$ cat src/rtl/core/assert_macros.svh
// Assertion macros for the RTL files; swlw_back uses them.
`ifndef ASSERT_MACROS_SVH
`define ASSERT_MACROS_SVH

`ifndef NO_ASSERTIONS

// Check a property on every rising edge, off while reset is asserted.
`define SWLW_ASSERT(label, clk, rst_n, prop, msg) \
	label: assert property (@(posedge clk) disable iff (!rst_n) (prop)) else $error(msg);

// Check that a condition never holds on a rising edge.
`define SWLW_NEVER(label, clk, rst_n, cond, msg) \
	label: assert property (@(posedge clk) disable iff (!rst_n) !(cond)) else $error(msg);

`else

`define SWLW_ASSERT(label, clk, rst_n, prop, msg)
`define SWLW_NEVER(label, clk, rst_n, cond, msg)

`endif

`endif

$ cat src/rtl/core/swlw_pkg.sv
package swlw_pkg;

	// Configuration port
	localparam int unsigned CFG_ADDR_W = 4;
	localparam int unsigned TICK_W     = 10;

	localparam logic [1:0] REG_LONG      = 2'd0;
	localparam logic [1:0] REG_SHORT     = 2'd1;
	localparam logic [1:0] REG_STOP_HIGH = 2'd2;
	localparam logic [1:0] REG_STOP_LOW  = 2'd3;

	localparam logic [TICK_W-1:0] LONG_RST      = 10'd15;
	localparam logic [TICK_W-1:0] SHORT_RST     = 10'd5;
	localparam logic [TICK_W-1:0] STOP_HIGH_RST = 10'd5;
	localparam logic [TICK_W-1:0] STOP_LOW_RST  = 10'd30;

	// Frame layout
	localparam logic [2:0] FRAME_LAST = 3'd4;
	localparam logic [3:0] BIT_LAST   = 4'd10;

	// Timing registers as seen by the back end
	typedef struct packed {
		logic [TICK_W-1:0] long_ticks;
		logic [TICK_W-1:0] short_ticks;
		logic [TICK_W-1:0] stop_high_ticks;
		logic [TICK_W-1:0] stop_low_ticks;
	} cfg_t;

	// Classified command word
	typedef struct packed {
		logic       start;
		logic [1:0] pattern;
		logic       channel;
	} cmd_t;

	// Data byte of pattern row and frame (register address)
	function automatic logic [7:0] pattern_byte(input logic [1:0] row, input logic [2:0] frame);
		logic [7:0] b;
		b = 8'h00;
		case (frame)
			3'd1, 3'd3: begin
				case (row)
					2'd2:    b = 8'hF0;
					2'd3:    b = 8'h0F;
					default: b = 8'h31;
				endcase
			end
			3'd4: b = (row == 2'd1) ? 8'h06 : 8'h02;
			default: b = 8'h00;
		endcase
		return b;
	endfunction

endpackage

$ cat src/rtl/core/swlw_cmd_if.sv
interface swlw_cmd_if;
	logic       valid;
	logic       ready;
	logic       opcode;
	logic [1:0] pattern;
	logic       channel;

	modport source(output valid, output opcode, output pattern, output channel, input ready);
	modport sink(input valid, input opcode, input pattern, input channel, output ready);
endinterface

$ cat src/rtl/core/swlw_res_if.sv
interface swlw_res_if;
	logic valid;
	logic ready;
	logic red_line;
	logic blue_line;
	logic busy_res;
	logic rejected;

	modport source(output valid, output red_line, output blue_line, output busy_res,
		output rejected, input ready);
	modport sink(input valid, input red_line, input blue_line, input busy_res,
		input rejected, output ready);
endinterface

$ cat src/rtl/core/swlw_front.sv
module swlw_front (
	input  logic                clk,
	input  logic                arst_n,
	swlw_cmd_if.sink            cmd,
	output logic                vld,
	output swlw_pkg::cmd_t      word,
	input  logic                q_ready
);

	logic           vld_s1;
	swlw_pkg::cmd_t word_s1;

	// Take a new word when the stage is empty or drains this cycle
	assign cmd.ready = !vld_s1 || q_ready;

	// Classify and hold the accepted word
	always_ff @(posedge clk or negedge arst_n) begin
		if (!arst_n) begin
			vld_s1 <= 1'b0;
		end else if (cmd.ready) begin
			vld_s1 <= cmd.valid;
		end
	end

	always_ff @(posedge clk) begin
		if (cmd.ready && cmd.valid) begin
			word_s1.start   <= cmd.opcode;
			word_s1.pattern <= cmd.pattern;
			word_s1.channel <= cmd.channel;
		end
	end

	assign vld  = vld_s1;
	assign word = word_s1;

endmodule

$ cat src/rtl/core/swlw_queue.sv
module swlw_queue (
	input  logic           clk,
	input  logic           arst_n,
	input  logic           push,
	input  swlw_pkg::cmd_t push_word,
	output logic           ready,
	output logic           vld,
	output swlw_pkg::cmd_t head,
	input  logic           pop
);

	swlw_pkg::cmd_t mem_q [2];
	logic           wr_q;
	logic           rd_q;
	logic [1:0]     cnt_q;
	logic           do_push;
	logic           do_pop;

	assign ready   = (cnt_q != 2'd2);
	assign vld     = (cnt_q != 2'd0);
	assign head    = mem_q[rd_q];
	assign do_push = push && ready;
	assign do_pop  = pop && vld;

	// Advance pointers and fill count
	always_ff @(posedge clk or negedge arst_n) begin
		if (!arst_n) begin
			wr_q  <= 1'b0;
			rd_q  <= 1'b0;
			cnt_q <= 2'd0;
		end else begin
			if (do_push) wr_q <= ~wr_q;
			if (do_pop)  rd_q <= ~rd_q;
			case ({do_push, do_pop})
				2'b10:   cnt_q <= cnt_q + 2'd1;
				2'b01:   cnt_q <= cnt_q - 2'd1;
				default: cnt_q <= cnt_q;
			endcase
		end
	end

	// Store the pushed word
	always_ff @(posedge clk) begin
		if (do_push) mem_q[wr_q] <= push_word;
	end

endmodule

$ cat src/rtl/core/swlw_back.sv
`include "assert_macros.svh"

module swlw_back (
	input  logic           clk,
	input  logic           arst_n,
	input  swlw_pkg::cfg_t cfg,
	input  logic           q_vld,
	input  swlw_pkg::cmd_t q_word,
	output logic           pop,
	swlw_res_if.source     res
);

	typedef enum logic [1:0] {
		PH_BIT_HIGH  = 2'd0,
		PH_BIT_LOW   = 2'd1,
		PH_STOP_HIGH = 2'd2,
		PH_STOP_LOW  = 2'd3
	} phase_t;

	// Sequencer state
	logic                        active_q;
	logic                        line_q;
	logic [1:0]                  row_q;
	logic [2:0]                  frame_q;
	logic [10:0]                 shift_q;
	logic [3:0]                  bit_q;
	phase_t                      phase_q;
	logic [swlw_pkg::TICK_W-1:0] count_q;

	// Output register
	logic res_vld_q;
	logic red_q;
	logic blue_q;
	logic busy_q;
	logic rej_q;

	// Next values
	logic                        active_d;
	logic                        line_d;
	logic [1:0]                  row_d;
	logic [2:0]                  frame_d;
	logic [10:0]                 shift_d;
	logic [3:0]                  bit_d;
	phase_t                      phase_d;
	logic [swlw_pkg::TICK_W-1:0] count_d;
	logic                        rej_d;
	logic                        level_d;
	logic [swlw_pkg::TICK_W-1:0] len_raw;
	logic [swlw_pkg::TICK_W-1:0] len;
	logic [swlw_pkg::TICK_W:0]   count_inc;
	logic [2:0]                  frame_nx;

	assign pop = q_vld && (!res_vld_q || res.ready);

	// Length of the current phase, zero acting as one
	always_comb begin
		unique case (phase_q)
			PH_BIT_HIGH:  len_raw = shift_q[0] ? cfg.long_ticks : cfg.short_ticks;
			PH_BIT_LOW:   len_raw = shift_q[0] ? cfg.short_ticks : cfg.long_ticks;
			PH_STOP_HIGH: len_raw = cfg.stop_high_ticks;
			default:      len_raw = cfg.stop_low_ticks;
		endcase
		len = (len_raw == '0) ? swlw_pkg::TICK_W'(1) : len_raw;
	end

	assign count_inc = {1'b0, count_q} + (swlw_pkg::TICK_W+1)'(1);
	assign frame_nx  = frame_q + 3'd1;

	// Step the sequencer for one word
	always_comb begin
		active_d = active_q;
		line_d   = line_q;
		row_d    = row_q;
		frame_d  = frame_q;
		shift_d  = shift_q;
		bit_d    = bit_q;
		phase_d  = phase_q;
		count_d  = count_q;
		rej_d    = 1'b0;
		if (q_word.start) begin
			if (active_q) begin
				rej_d = 1'b1;
			end else begin
				active_d = 1'b1;
				row_d    = q_word.pattern;
				line_d   = q_word.channel;
				frame_d  = 3'd0;
				shift_d  = {swlw_pkg::pattern_byte(q_word.pattern, 3'd0), 3'd0};
				bit_d    = 4'd0;
				phase_d  = PH_BIT_HIGH;
				count_d  = '0;
			end
		end else if (active_q) begin
			if (count_inc < {1'b0, len}) begin
				count_d = count_inc[swlw_pkg::TICK_W-1:0];
			end else begin
				count_d = '0;
				unique case (phase_q)
					PH_BIT_HIGH: phase_d = PH_BIT_LOW;
					PH_BIT_LOW: begin
						if (bit_q < swlw_pkg::BIT_LAST) begin
							bit_d   = bit_q + 4'd1;
							shift_d = {1'b0, shift_q[10:1]};
							phase_d = PH_BIT_HIGH;
						end else begin
							phase_d = PH_STOP_HIGH;
						end
					end
					PH_STOP_HIGH: phase_d = PH_STOP_LOW;
					default: begin
						if (frame_q < swlw_pkg::FRAME_LAST) begin
							frame_d = frame_nx;
							shift_d = {swlw_pkg::pattern_byte(row_q, frame_nx), frame_nx};
							bit_d   = 4'd0;
							phase_d = PH_BIT_HIGH;
						end else begin
							active_d = 1'b0;
							frame_d  = 3'd0;
							shift_d  = '0;
							bit_d    = 4'd0;
							phase_d  = PH_BIT_HIGH;
						end
					end
				endcase
			end
		end
		level_d = active_d && (phase_d == PH_BIT_HIGH || phase_d == PH_STOP_HIGH);
	end

	// Hold sequencer state and the registered result
	always_ff @(posedge clk or negedge arst_n) begin
		if (!arst_n) begin
			active_q  <= 1'b0;
			line_q    <= 1'b0;
			row_q     <= 2'd0;
			frame_q   <= 3'd0;
			shift_q   <= '0;
			bit_q     <= 4'd0;
			phase_q   <= PH_BIT_HIGH;
			count_q   <= '0;
			res_vld_q <= 1'b0;
			red_q     <= 1'b0;
			blue_q    <= 1'b0;
			busy_q    <= 1'b0;
			rej_q     <= 1'b0;
		end else begin
			if (pop) begin
				active_q  <= active_d;
				line_q    <= line_d;
				row_q     <= row_d;
				frame_q   <= frame_d;
				shift_q   <= shift_d;
				bit_q     <= bit_d;
				phase_q   <= phase_d;
				count_q   <= count_d;
				res_vld_q <= 1'b1;
				red_q     <= level_d && !line_d;
				blue_q    <= level_d && line_d;
				busy_q    <= active_d;
				rej_q     <= rej_d;
			end else if (res.ready) begin
				res_vld_q <= 1'b0;
			end
		end
	end

	assign res.valid     = res_vld_q;
	assign res.red_line  = red_q;
	assign res.blue_line = blue_q;
	assign res.busy_res  = busy_q;
	assign res.rejected  = rej_q;

	`SWLW_ASSERT(a_rej_busy, clk, arst_n, res_vld_q && rej_q |-> busy_q, "rejected while idle")
	`SWLW_NEVER(a_both_lines, clk, arst_n, red_q && blue_q, "both lines driven high")
	`SWLW_ASSERT(a_idle_low, clk, arst_n, !busy_q |-> !red_q && !blue_q, "line high while idle")
	`SWLW_ASSERT(a_frame_range, clk, arst_n, frame_q <= swlw_pkg::FRAME_LAST, "frame past last")

endmodule

$ cat src/rtl/core/single_wire_led_register_writer.sv
// A command word passes the front stage, then a two-word queue, then the output
// register. Throughput: one word per cycle while the output is not stalled;
// these stages let input and output stall independently.
// Reset (arst_n, asynchronous, active low): sequencer idle, both lines low,
// timing registers back to 15, 5, 5 and 30 ticks.
module single_wire_led_register_writer (
	input  logic                              clk,
	input  logic                              arst_n,
	swlw_cmd_if.sink                          cmd,
	swlw_res_if.source                        res,
	input  logic                              psel,
	input  logic                              penable,
	input  logic                              pwrite,
	input  logic [swlw_pkg::CFG_ADDR_W-1:0]   paddr,
	input  logic [31:0]                       pwdata,
	output logic [31:0]                       prdata,
	output logic                              pready
);

	swlw_pkg::cfg_t cfg_q;
	logic           f_vld;
	swlw_pkg::cmd_t f_word;
	logic           q_ready;
	logic           q_vld;
	swlw_pkg::cmd_t q_head;
	logic           q_pop;
	logic [1:0]     reg_idx;
	logic [swlw_pkg::TICK_W-1:0] rd_val;

	assign pready  = 1'b1;
	assign reg_idx = paddr[3:2];

	// Write timing registers
	always_ff @(posedge clk or negedge arst_n) begin
		if (!arst_n) begin
			cfg_q.long_ticks      <= swlw_pkg::LONG_RST;
			cfg_q.short_ticks     <= swlw_pkg::SHORT_RST;
			cfg_q.stop_high_ticks <= swlw_pkg::STOP_HIGH_RST;
			cfg_q.stop_low_ticks  <= swlw_pkg::STOP_LOW_RST;
		end else if (psel && penable && pwrite) begin
			unique case (reg_idx)
				swlw_pkg::REG_LONG:      cfg_q.long_ticks      <= pwdata[9:0];
				swlw_pkg::REG_SHORT:     cfg_q.short_ticks     <= pwdata[9:0];
				swlw_pkg::REG_STOP_HIGH: cfg_q.stop_high_ticks <= pwdata[9:0];
				default:                 cfg_q.stop_low_ticks  <= pwdata[9:0];
			endcase
		end
	end

	// Read back timing registers
	always_comb begin
		unique case (reg_idx)
			swlw_pkg::REG_LONG:      rd_val = cfg_q.long_ticks;
			swlw_pkg::REG_SHORT:     rd_val = cfg_q.short_ticks;
			swlw_pkg::REG_STOP_HIGH: rd_val = cfg_q.stop_high_ticks;
			default:                 rd_val = cfg_q.stop_low_ticks;
		endcase
		prdata = {22'd0, rd_val};
	end

	swlw_front u_front (
		.clk     (clk),
		.arst_n  (arst_n),
		.cmd     (cmd),
		.vld     (f_vld),
		.word    (f_word),
		.q_ready (q_ready)
	);

	swlw_queue u_queue (
		.clk       (clk),
		.arst_n    (arst_n),
		.push      (f_vld),
		.push_word (f_word),
		.ready     (q_ready),
		.vld       (q_vld),
		.head      (q_head),
		.pop       (q_pop)
	);

	swlw_back u_back (
		.clk    (clk),
		.arst_n (arst_n),
		.cfg    (cfg_q),
		.q_vld  (q_vld),
		.q_word (q_head),
		.pop    (q_pop),
		.res    (res)
	);

endmodule
$ cat src/flat_wrapper.sv
// flat-port wrapper written by rule: the top's interface ports become plain ports
module single_wire_led_register_writer_flat 
  (clk, arst_n, psel, penable, pwrite, paddr, pwdata, prdata, pready, cmd_valid, cmd_opcode, cmd_pattern, cmd_channel, cmd_ready, res_valid, res_red_line, res_blue_line, res_busy_res, res_rejected, res_ready);
  swlw_cmd_if cmd_i ();
  swlw_res_if res_i ();
  input  logic clk;
  input  logic arst_n;
  input  logic psel;
  input  logic penable;
  input  logic pwrite;
  input  logic [swlw_pkg::CFG_ADDR_W-1:0] paddr;
  input  logic [31:0] pwdata;
  output logic [31:0] prdata;
  output logic pready;
  input wire logic [$bits(cmd_i.valid)-1:0] cmd_valid;
  input wire logic [$bits(cmd_i.opcode)-1:0] cmd_opcode;
  input wire logic [$bits(cmd_i.pattern)-1:0] cmd_pattern;
  input wire logic [$bits(cmd_i.channel)-1:0] cmd_channel;
  output wire logic [$bits(cmd_i.ready)-1:0] cmd_ready;
  output wire logic [$bits(res_i.valid)-1:0] res_valid;
  output wire logic [$bits(res_i.red_line)-1:0] res_red_line;
  output wire logic [$bits(res_i.blue_line)-1:0] res_blue_line;
  output wire logic [$bits(res_i.busy_res)-1:0] res_busy_res;
  output wire logic [$bits(res_i.rejected)-1:0] res_rejected;
  input wire logic [$bits(res_i.ready)-1:0] res_ready;
  assign cmd_i.valid = cmd_valid;
  assign cmd_i.opcode = cmd_opcode;
  assign cmd_i.pattern = cmd_pattern;
  assign cmd_i.channel = cmd_channel;
  assign cmd_ready = cmd_i.ready;
  assign res_valid = res_i.valid;
  assign res_red_line = res_i.red_line;
  assign res_blue_line = res_i.blue_line;
  assign res_busy_res = res_i.busy_res;
  assign res_rejected = res_i.rejected;
  assign res_i.ready = res_ready;
  single_wire_led_register_writer u_core (.clk(clk), .arst_n(arst_n), .cmd(cmd_i), .res(res_i), .psel(psel), .penable(penable), .pwrite(pwrite), .paddr(paddr), .pwdata(pwdata), .prdata(prdata), .pready(pready));
endmodule
$ cat config.mk
export PLATFORM = sky130hd
export DESIGN_NAME = single_wire_led_register_writer_flat
export DESIGN_NICKNAME = d
export VERILOG_FILES = /design/src/rtl/core/swlw_pkg.sv /design/src/rtl/core/swlw_cmd_if.sv /design/src/rtl/core/swlw_res_if.sv /design/src/rtl/core/swlw_front.sv /design/src/rtl/core/swlw_queue.sv /design/src/rtl/core/swlw_back.sv /design/src/rtl/core/single_wire_led_register_writer.sv /design/src/flat_wrapper.sv
export VERILOG_INCLUDE_DIRS = /design/src /design/src/rtl/core
export SDC_FILE = /design/constraint.sdc
export NUM_CORES = 1
export LEC_CHECK = 0
export BUFFER_PORTS_ARGS = -buffer_cell sky130_fd_sc_hd__buf_2
export CAP_MARGIN = 20
export CORE_AREA = 10 10 136 138
export DETAILED_ROUTE_END_ITERATION = 10
export DIE_AREA = 0 0 146 148
export PLACE_DENSITY_LB_ADDON = 0.12
export SLEW_MARGIN = 40
export SYNTH_ARGS = -nofsm -noshare
export SYNTH_HDL_FRONTEND = slang
export SYNTH_SLANG_ARGS = --single-unit
$ cat constraint.sdc
create_clock -name clk -period 3.5 [get_ports clk]
set_clock_uncertainty 0.05 [all_clocks]
set_input_delay 0.525 -clock clk [delete_from_list [all_inputs] [get_ports clk]]
set_output_delay 0.525 -clock clk [all_outputs]
set_load 0.03 [all_outputs]
After elaboration in Yosys (flattened, before gate mapping)
Memory sizes are Yosys's and may differ from the RTL's.
Cells that the tools add are included.
{"block": "classes", "add_sub_neg": 5, "n_lt_le_gt_ge": 3, "eq_ne": 19, "muxes": 51, "bitwise_logic": 4, "reduce_logical": 35}
{"cell": "10-bit 2-to-1 mux", "n": 7}
{"cell": "11-bit 2-to-1 mux", "n": 6}
{"cell": "10-bit case mux with 3 select lines", "n": 2}
{"cell": "8-bit case mux with 2 select lines", "n": 2}
{"cell": "11-bit case mux with 2 select lines", "n": 1}
{"cell": "3-bit 2-to-1 mux", "n": 7}
{"cell": "4-bit 2-to-1 mux", "n": 5}
{"cell": "1-bit 2-to-1 mux", "n": 13}
{"cell": "2-bit equality test, second input constant", "n": 6}
{"cell": "10-bit by 1-bit adder with 11-bit output, second input constant", "n": 1}
{"cell": "11-bit by 10-bit less-than comparator with 1-bit output", "n": 1}
{"cell": "10-bit logical NOT", "n": 1}
{"cell": "2-bit 2-to-1 mux", "n": 5}
{"cell": "1-bit logical AND", "n": 9}
{"cell": "2-bit by 1-bit equality test with 1-bit output, second input constant", "n": 4}
{"cell": "4-bit case mux with 2 select lines", "n": 1}
{"cell": "2-bit AND reduction", "n": 4}
{"cell": "2-bit nonzero test", "n": 4}
{"cell": "2-bit logical NOT", "n": 3}
{"cell": "2-bit by 1-bit inequality test with 1-bit output, second input constant", "n": 3}
{"cell": "2-bit case mux with 3 select lines", "n": 1}
{"cell": "3-bit AND reduction", "n": 2}
{"cell": "6-bit AND reduction", "n": 1}
{"cell": "3-bit OR reduction", "n": 2}
{"cell": "17 further kinds", "n": 26}
{"block": "totals", "ff_bits": 87, "ramBits": 8, "input_bits": 47, "output_inout_bits": 39, "wordCells": 141, "n_memories": 1}
{"memory": "u_core.u_queue.mem_q", "words": 2, "width": 4, "rd": 1, "rd_clocked_by_memory_dff": 0, "wr": 1, "line_no": "swlw_queue.sv:12", "source": "swlw_pkg::cmd_t mem_q [2];"}

Logic depth before layout (Yosys ltp)
{"block": "logic_depth", "depth_word": 12, "mapped_depth": 14, "ltp_nobuf": 12}

By module
From an unflattened synthesis, not the netlist that was laid out.
{"block": "unflattened", "cells_unflattened": 494, "area_unflattened_um2": 5596.6}
{"mod": "swlw_back", "instances": 1, "cells_per_inst": 332, "area_each_um2": 2936.6, "seq_area_each_um2": 950.9}
{"mod": "single_wire_led_register_writer", "instances": 1, "cells_per_inst": 125, "area_each_um2": 2005.7, "seq_area_each_um2": 1016.0}
{"mod": "swlw_queue", "instances": 1, "cells_per_inst": 29, "area_each_um2": 480.5, "seq_area_each_um2": 340.3}
{"mod": "swlw_front", "instances": 1, "cells_per_inst": 8, "area_each_um2": 173.9, "seq_area_each_um2": 145.1}

Least setup slack after synthesis
OpenSTA, ideal clock, no wires.
{"block": "synth_path", "path_kind": "flip-flop to flip-flop", "start": "register (tool-made name)", "end": "register u_core.u_back.shift_q[10]", "setup_time_ns": 0.128, "arrival_ns": 2.986, "required_ns": 3.322, "path_slack_ns": 0.336, "path_stages_with_launch": 13, "path_buffers": 3, "period_less_slack_ns": 3.164, "cell_sequence": "dfrtp_1 -> clkbuf_1 -> clkbuf_1 -> clkbuf_1 -> o21ai_0 -> ha_1 -> nand2_1 -> a2111oi_0 -> o311ai_1 -> nand3_1 -> o211a_4 -> nor2_8 -> mux2_1"}
{"item": "end signal: assignment", "line_no": "swlw_back.sv:152", "source": "shift_q <= shift_d;"}
{"item": "end: declaration", "line_no": "swlw_back.sv:25", "source": "logic [10:0] shift_q;"}

Worst setup path after layout
{"block": "layout_path", "start": "register u_core.u_back.phase_q[0]", "end": "register u_core.u_back.shift_q[6]"}
{"block": "layout_via", "elab_chain_len": 7, "word_cells_on_any_way": 16, "cone_classes": "1 x order compare; 5 x eq/ne; 6 x mux; 4 x reduce/logical"}
{"item": "start: declaration", "line_no": "swlw_back.sv:27", "source": "phase_t phase_q;"}
{"item": "start signal: assignment", "line_no": "swlw_back.sv:154", "source": "phase_q <= phase_d;"}
{"item": "2-bit equality test, or another cell as far along", "line_no": "swlw_back.sv:57, swlw_back.sv:98"}
{"item": "10-bit case mux with 3 select lines", "line_no": "swlw_back.sv:57", "source": "unique case (phase_q)"}
{"item": "10-bit logical NOT", "line_no": "swlw_back.sv:63", "source": "len = (len_raw == '0) ? swlw_pkg::TICK_W'(1) : len_raw;"}
{"item": "10-bit 2-to-1 mux", "line_no": "swlw_back.sv:63"}
{"item": "11-bit by 10-bit less-than comparator with 1-bit output", "line_no": "swlw_back.sv:94", "source": "if (count_inc < {1'b0, len}) begin"}
{"item": "2-bit by 1-bit inequality test with 1-bit output (no line)"}
{"item": "6-bit AND reduction (no line)"}
Several ways; a longest one is shown, not always the timed one. The select of a mux whose other input is x is not followed.
A chain may end at the register's enable or synchronous reset.

==> results.yml <==
timing:
  max_freq_ghz: 0.306
  timing.slew.headroom: 0.519
  drv_slew: 0
  setup-violations-final: 0
  rsz0062_at_grt: "no"
  period_minus_slack_ps: 3260
  min_period_over_period: 0.932
  fin_setup_tns_ps: 0
  worst_pin_slew_ps: 721
  finalHoldViolCount: 0
floorplanning:
  dieArea_mm2: 0.0216
  core_mm2: 0.0157
  ios: 86
  die_y_um: 148
  start_util: 0.344
  die_w_um: 146
  num_rows: 46
pwr:
  swShare: 0.359
  p_int_uw: 2590
  power.switching_uw: 1450
  power_frac_seq: 0.420
  p_leak_uw: 0.00276
  comb_power_share: 0.332
  clkPwrFrac: 0.248
  peakVddDrop_mv: 0.306
  power_density_mw_per_mm2: 655
final_layout:
  final_cell_mix: "70 x dfrtp_1, 60 x nand2_1, 43 x mux2_2"
  nets: 612
  final_common_cell: "dfrtp_1"
  synthToLayoutAreaGrowth_pct: 13.9
  fillers: 1588
  design_area_mm2: 0.00616
  num_antenna_cells: 0
  multi_input_area_mm2: 0.00274
  final-seq-area_mm2: 0.00245
  drive_gt1_frac: 0.264
yosys:
  synth_area_mm2: 0.00541
  yosysWarnings: 0
  synth_edf_count: 12
  yosysSeqAreaShare: 0.453
  synthFlopType: "dfrtp_1"
  ys_seq_elements: 95
  async_flop_share: 0.874
  avgSynthCellArea_um2: 10.9
  synthCells: 497
  synth_cell_types: 64
run:
  drv_cap: 0
route:
  wl_per_cell_um: 16.1
  route.detailed.drc: 0
  totalWireLength_um: 12300
  firstDrtPassIters: 4
  drtAntennaViolNets: 0
  routed_via_density: 4.98
  via_count: 3815
  drt_iter0_markers: 211
worst_setup_path:
  cp_max_fo: 11
  cp_cell_sequence: "buf_4 -> mux2i_1 -> mux2i_1 -> inv_1 -> ha_1 -> o21ai_0 -> a2111oi_0 -> o311ai_1 -> nand3_1 -> o211a_4 -> nor2_8 -> mux2_1"
  cpMaxStageDelayCell: "dfrtp_2"
  cp-end-kind: "flip-flop"
  crit_type: "flip-flop to flip-flop"
  critPathBufInv: 2
  cpMostUsedCell: "mux2i_1"
  critPathMaxStageDelay_ps: 470
  cp.required_ps: 3670
  start_kind: "flip-flop"
  crit_family: "compound AO/OA/AOI/OAI gates"
  crit_arrival_ps: 3440
clock_tree:
  clock-sinks: 95
  clk-insertion-delay-late_ps: 340
  cts_inserted_buffers: 9
  cts_tree: "built"
  cts_buffer_depth: 2
  htree_num_levels: 3
  root_buffer: "clkbuf_16"
  path_clk_slew_ps: 60
  postCtsSetupBuffers: 0
global_routing:
  antenna_found_initial: 0
  grt.overflow.total: 0
  grt_pass1_vias: 3916
  grt_pass1_wl_um: 20500
  grt.total_usage: 0.116
  grt_max_degree: 84
run_status:
  status: "finished, final reports clean"
placement:
  dpl-instance-area_mm2: 0.00584
  gp_congestion: 0.780
  dpl.hpwl_um: 9090
  portBuffers: 38
min_path:
  hold_class: "input port to asynchronous set/reset pin"
==> power by group through the flow <==
| stage | sequential [uW] | clock [uW] | combinational (uW) |
|---|---|---|---|
| after floorplan | 1650 | 0 | 1020 |
| after global placement | 1700 | 0 | 1330 |
| after detailed placement | 1710 | 0 | 1350 |
| after CTS | 1690 | 1040 | 1360 |
| after global routing | 1740 | 1090 | 1510 |
| final | 1690 | 1000 | 1340 |
==> routing by layer <==
layer	GRT usage	wire (um)
met5	0	0
met3	0.0339	587
met1	0.146	5780
met4	0.0315	113
met2	0.189	5870
==> metrics by stage <==
step	hold slack [ps]	total power, uW	util	instances	worst slack [ps]
3_3_place_gp	375	3040	0.372	750	115
4_1_cts	213	4090	0.392	766	52.2
5_1_grt	228	4340	0.392	766	37.5
6_report	113	4030	0.392	766	237
3_5_place_dp	380	3060	0.372	750	65.1
2_1_floorplan	179	2670	-	518	336
==> cell type report <==
class | count | area share
flip-flops and latches | 95 | 0.398
well taps | 216 | 0.0439
multi-input cells | 369 | 0.444
inverters | 13 | 0.00792
clock inverters | 1 | 0.00122
clock buffers | 15 | 0.0488
repair buffers | 57 | 0.0555
==> final timing paths <==
path                                     startpoint  slack, ps  cells after the start                         end
max                        u_core.u_back.phase_q[0]        240                     12    u_core.u_back.shift_q[6]
min                                          arst_n        110                      1    u_core.u_back.shift_q[7]
max reg2reg                u_core.u_back.phase_q[0]        240                     12    u_core.u_back.shift_q[6]
min reg2reg                  u_core.u_front.word[0]        390                      0  u_core.u_queue.mem_q[0][0]
max in group asynchronous                    arst_n       2670                      1    u_core.u_back.phase_q[0]
min in group clk                        cmd_channel        310                      1      u_core.u_front.word[0]
==> sequential cells by signal, indices dropped and copies added (netlist names), 2 cells and up, named ones only <==
signal and count:
u_core.cfg_q 40, u_core.u_back.bit_q 4, u_core.u_back.count_q 10, u_core.u_back.frame_q 3
u_core.u_back.row_q 2, u_core.u_back.shift_q 11, u_core.u_front.word 4, u_core.u_queue.cnt_q 2
u_core.u_queue.mem_q 8
==> repair_timing <==
action | CTS | global route
hold endpoints to repair | 0 | 0
gates resized for setup | 0 | 3
endpoints found under the setup margin | 0 | 20
hold buffers | 0 | 0
==> cells by family after synthesis <==
group           synth area share
fa+ha+maj                 0.0463
compound gates             0.108
other cells              0.00139
xor+xnor                  0.0257
buf+inv                   0.0560
mux                        0.179
flops                      0.453
simple gates               0.130
==> cell usage after synthesis (5+ instances only) <==
cell type / number / area [um2]
ha_1: 20 / 250
a21oi_1: 15 / 75.1
inv_1: 10 / 37.5
o21ai_0: 30 / 150
clkbuf_1: 11 / 41.3
buf_4: 24 / 180
mux2_2: 43 / 484
mux2_1: 7 / 78.8
mux2i_1: 18 / 180
xnor2_1: 11 / 96.3
nand2b_1: 7 / 43.8
dfrtp_1: 71 / 1780
nand3_1: 21 / 105
edfxtp_1: 12 / 360
nand4_1: 7 / 43.8
nor4_1: 5 / 31.3
mux4_2: 10 / 225
nor2_1: 20 / 75.1
dfstp_2: 12 / 315
and3_1: 5 / 31.3
nand2_1: 60 / 225
(Power assumes the default switching activity.)
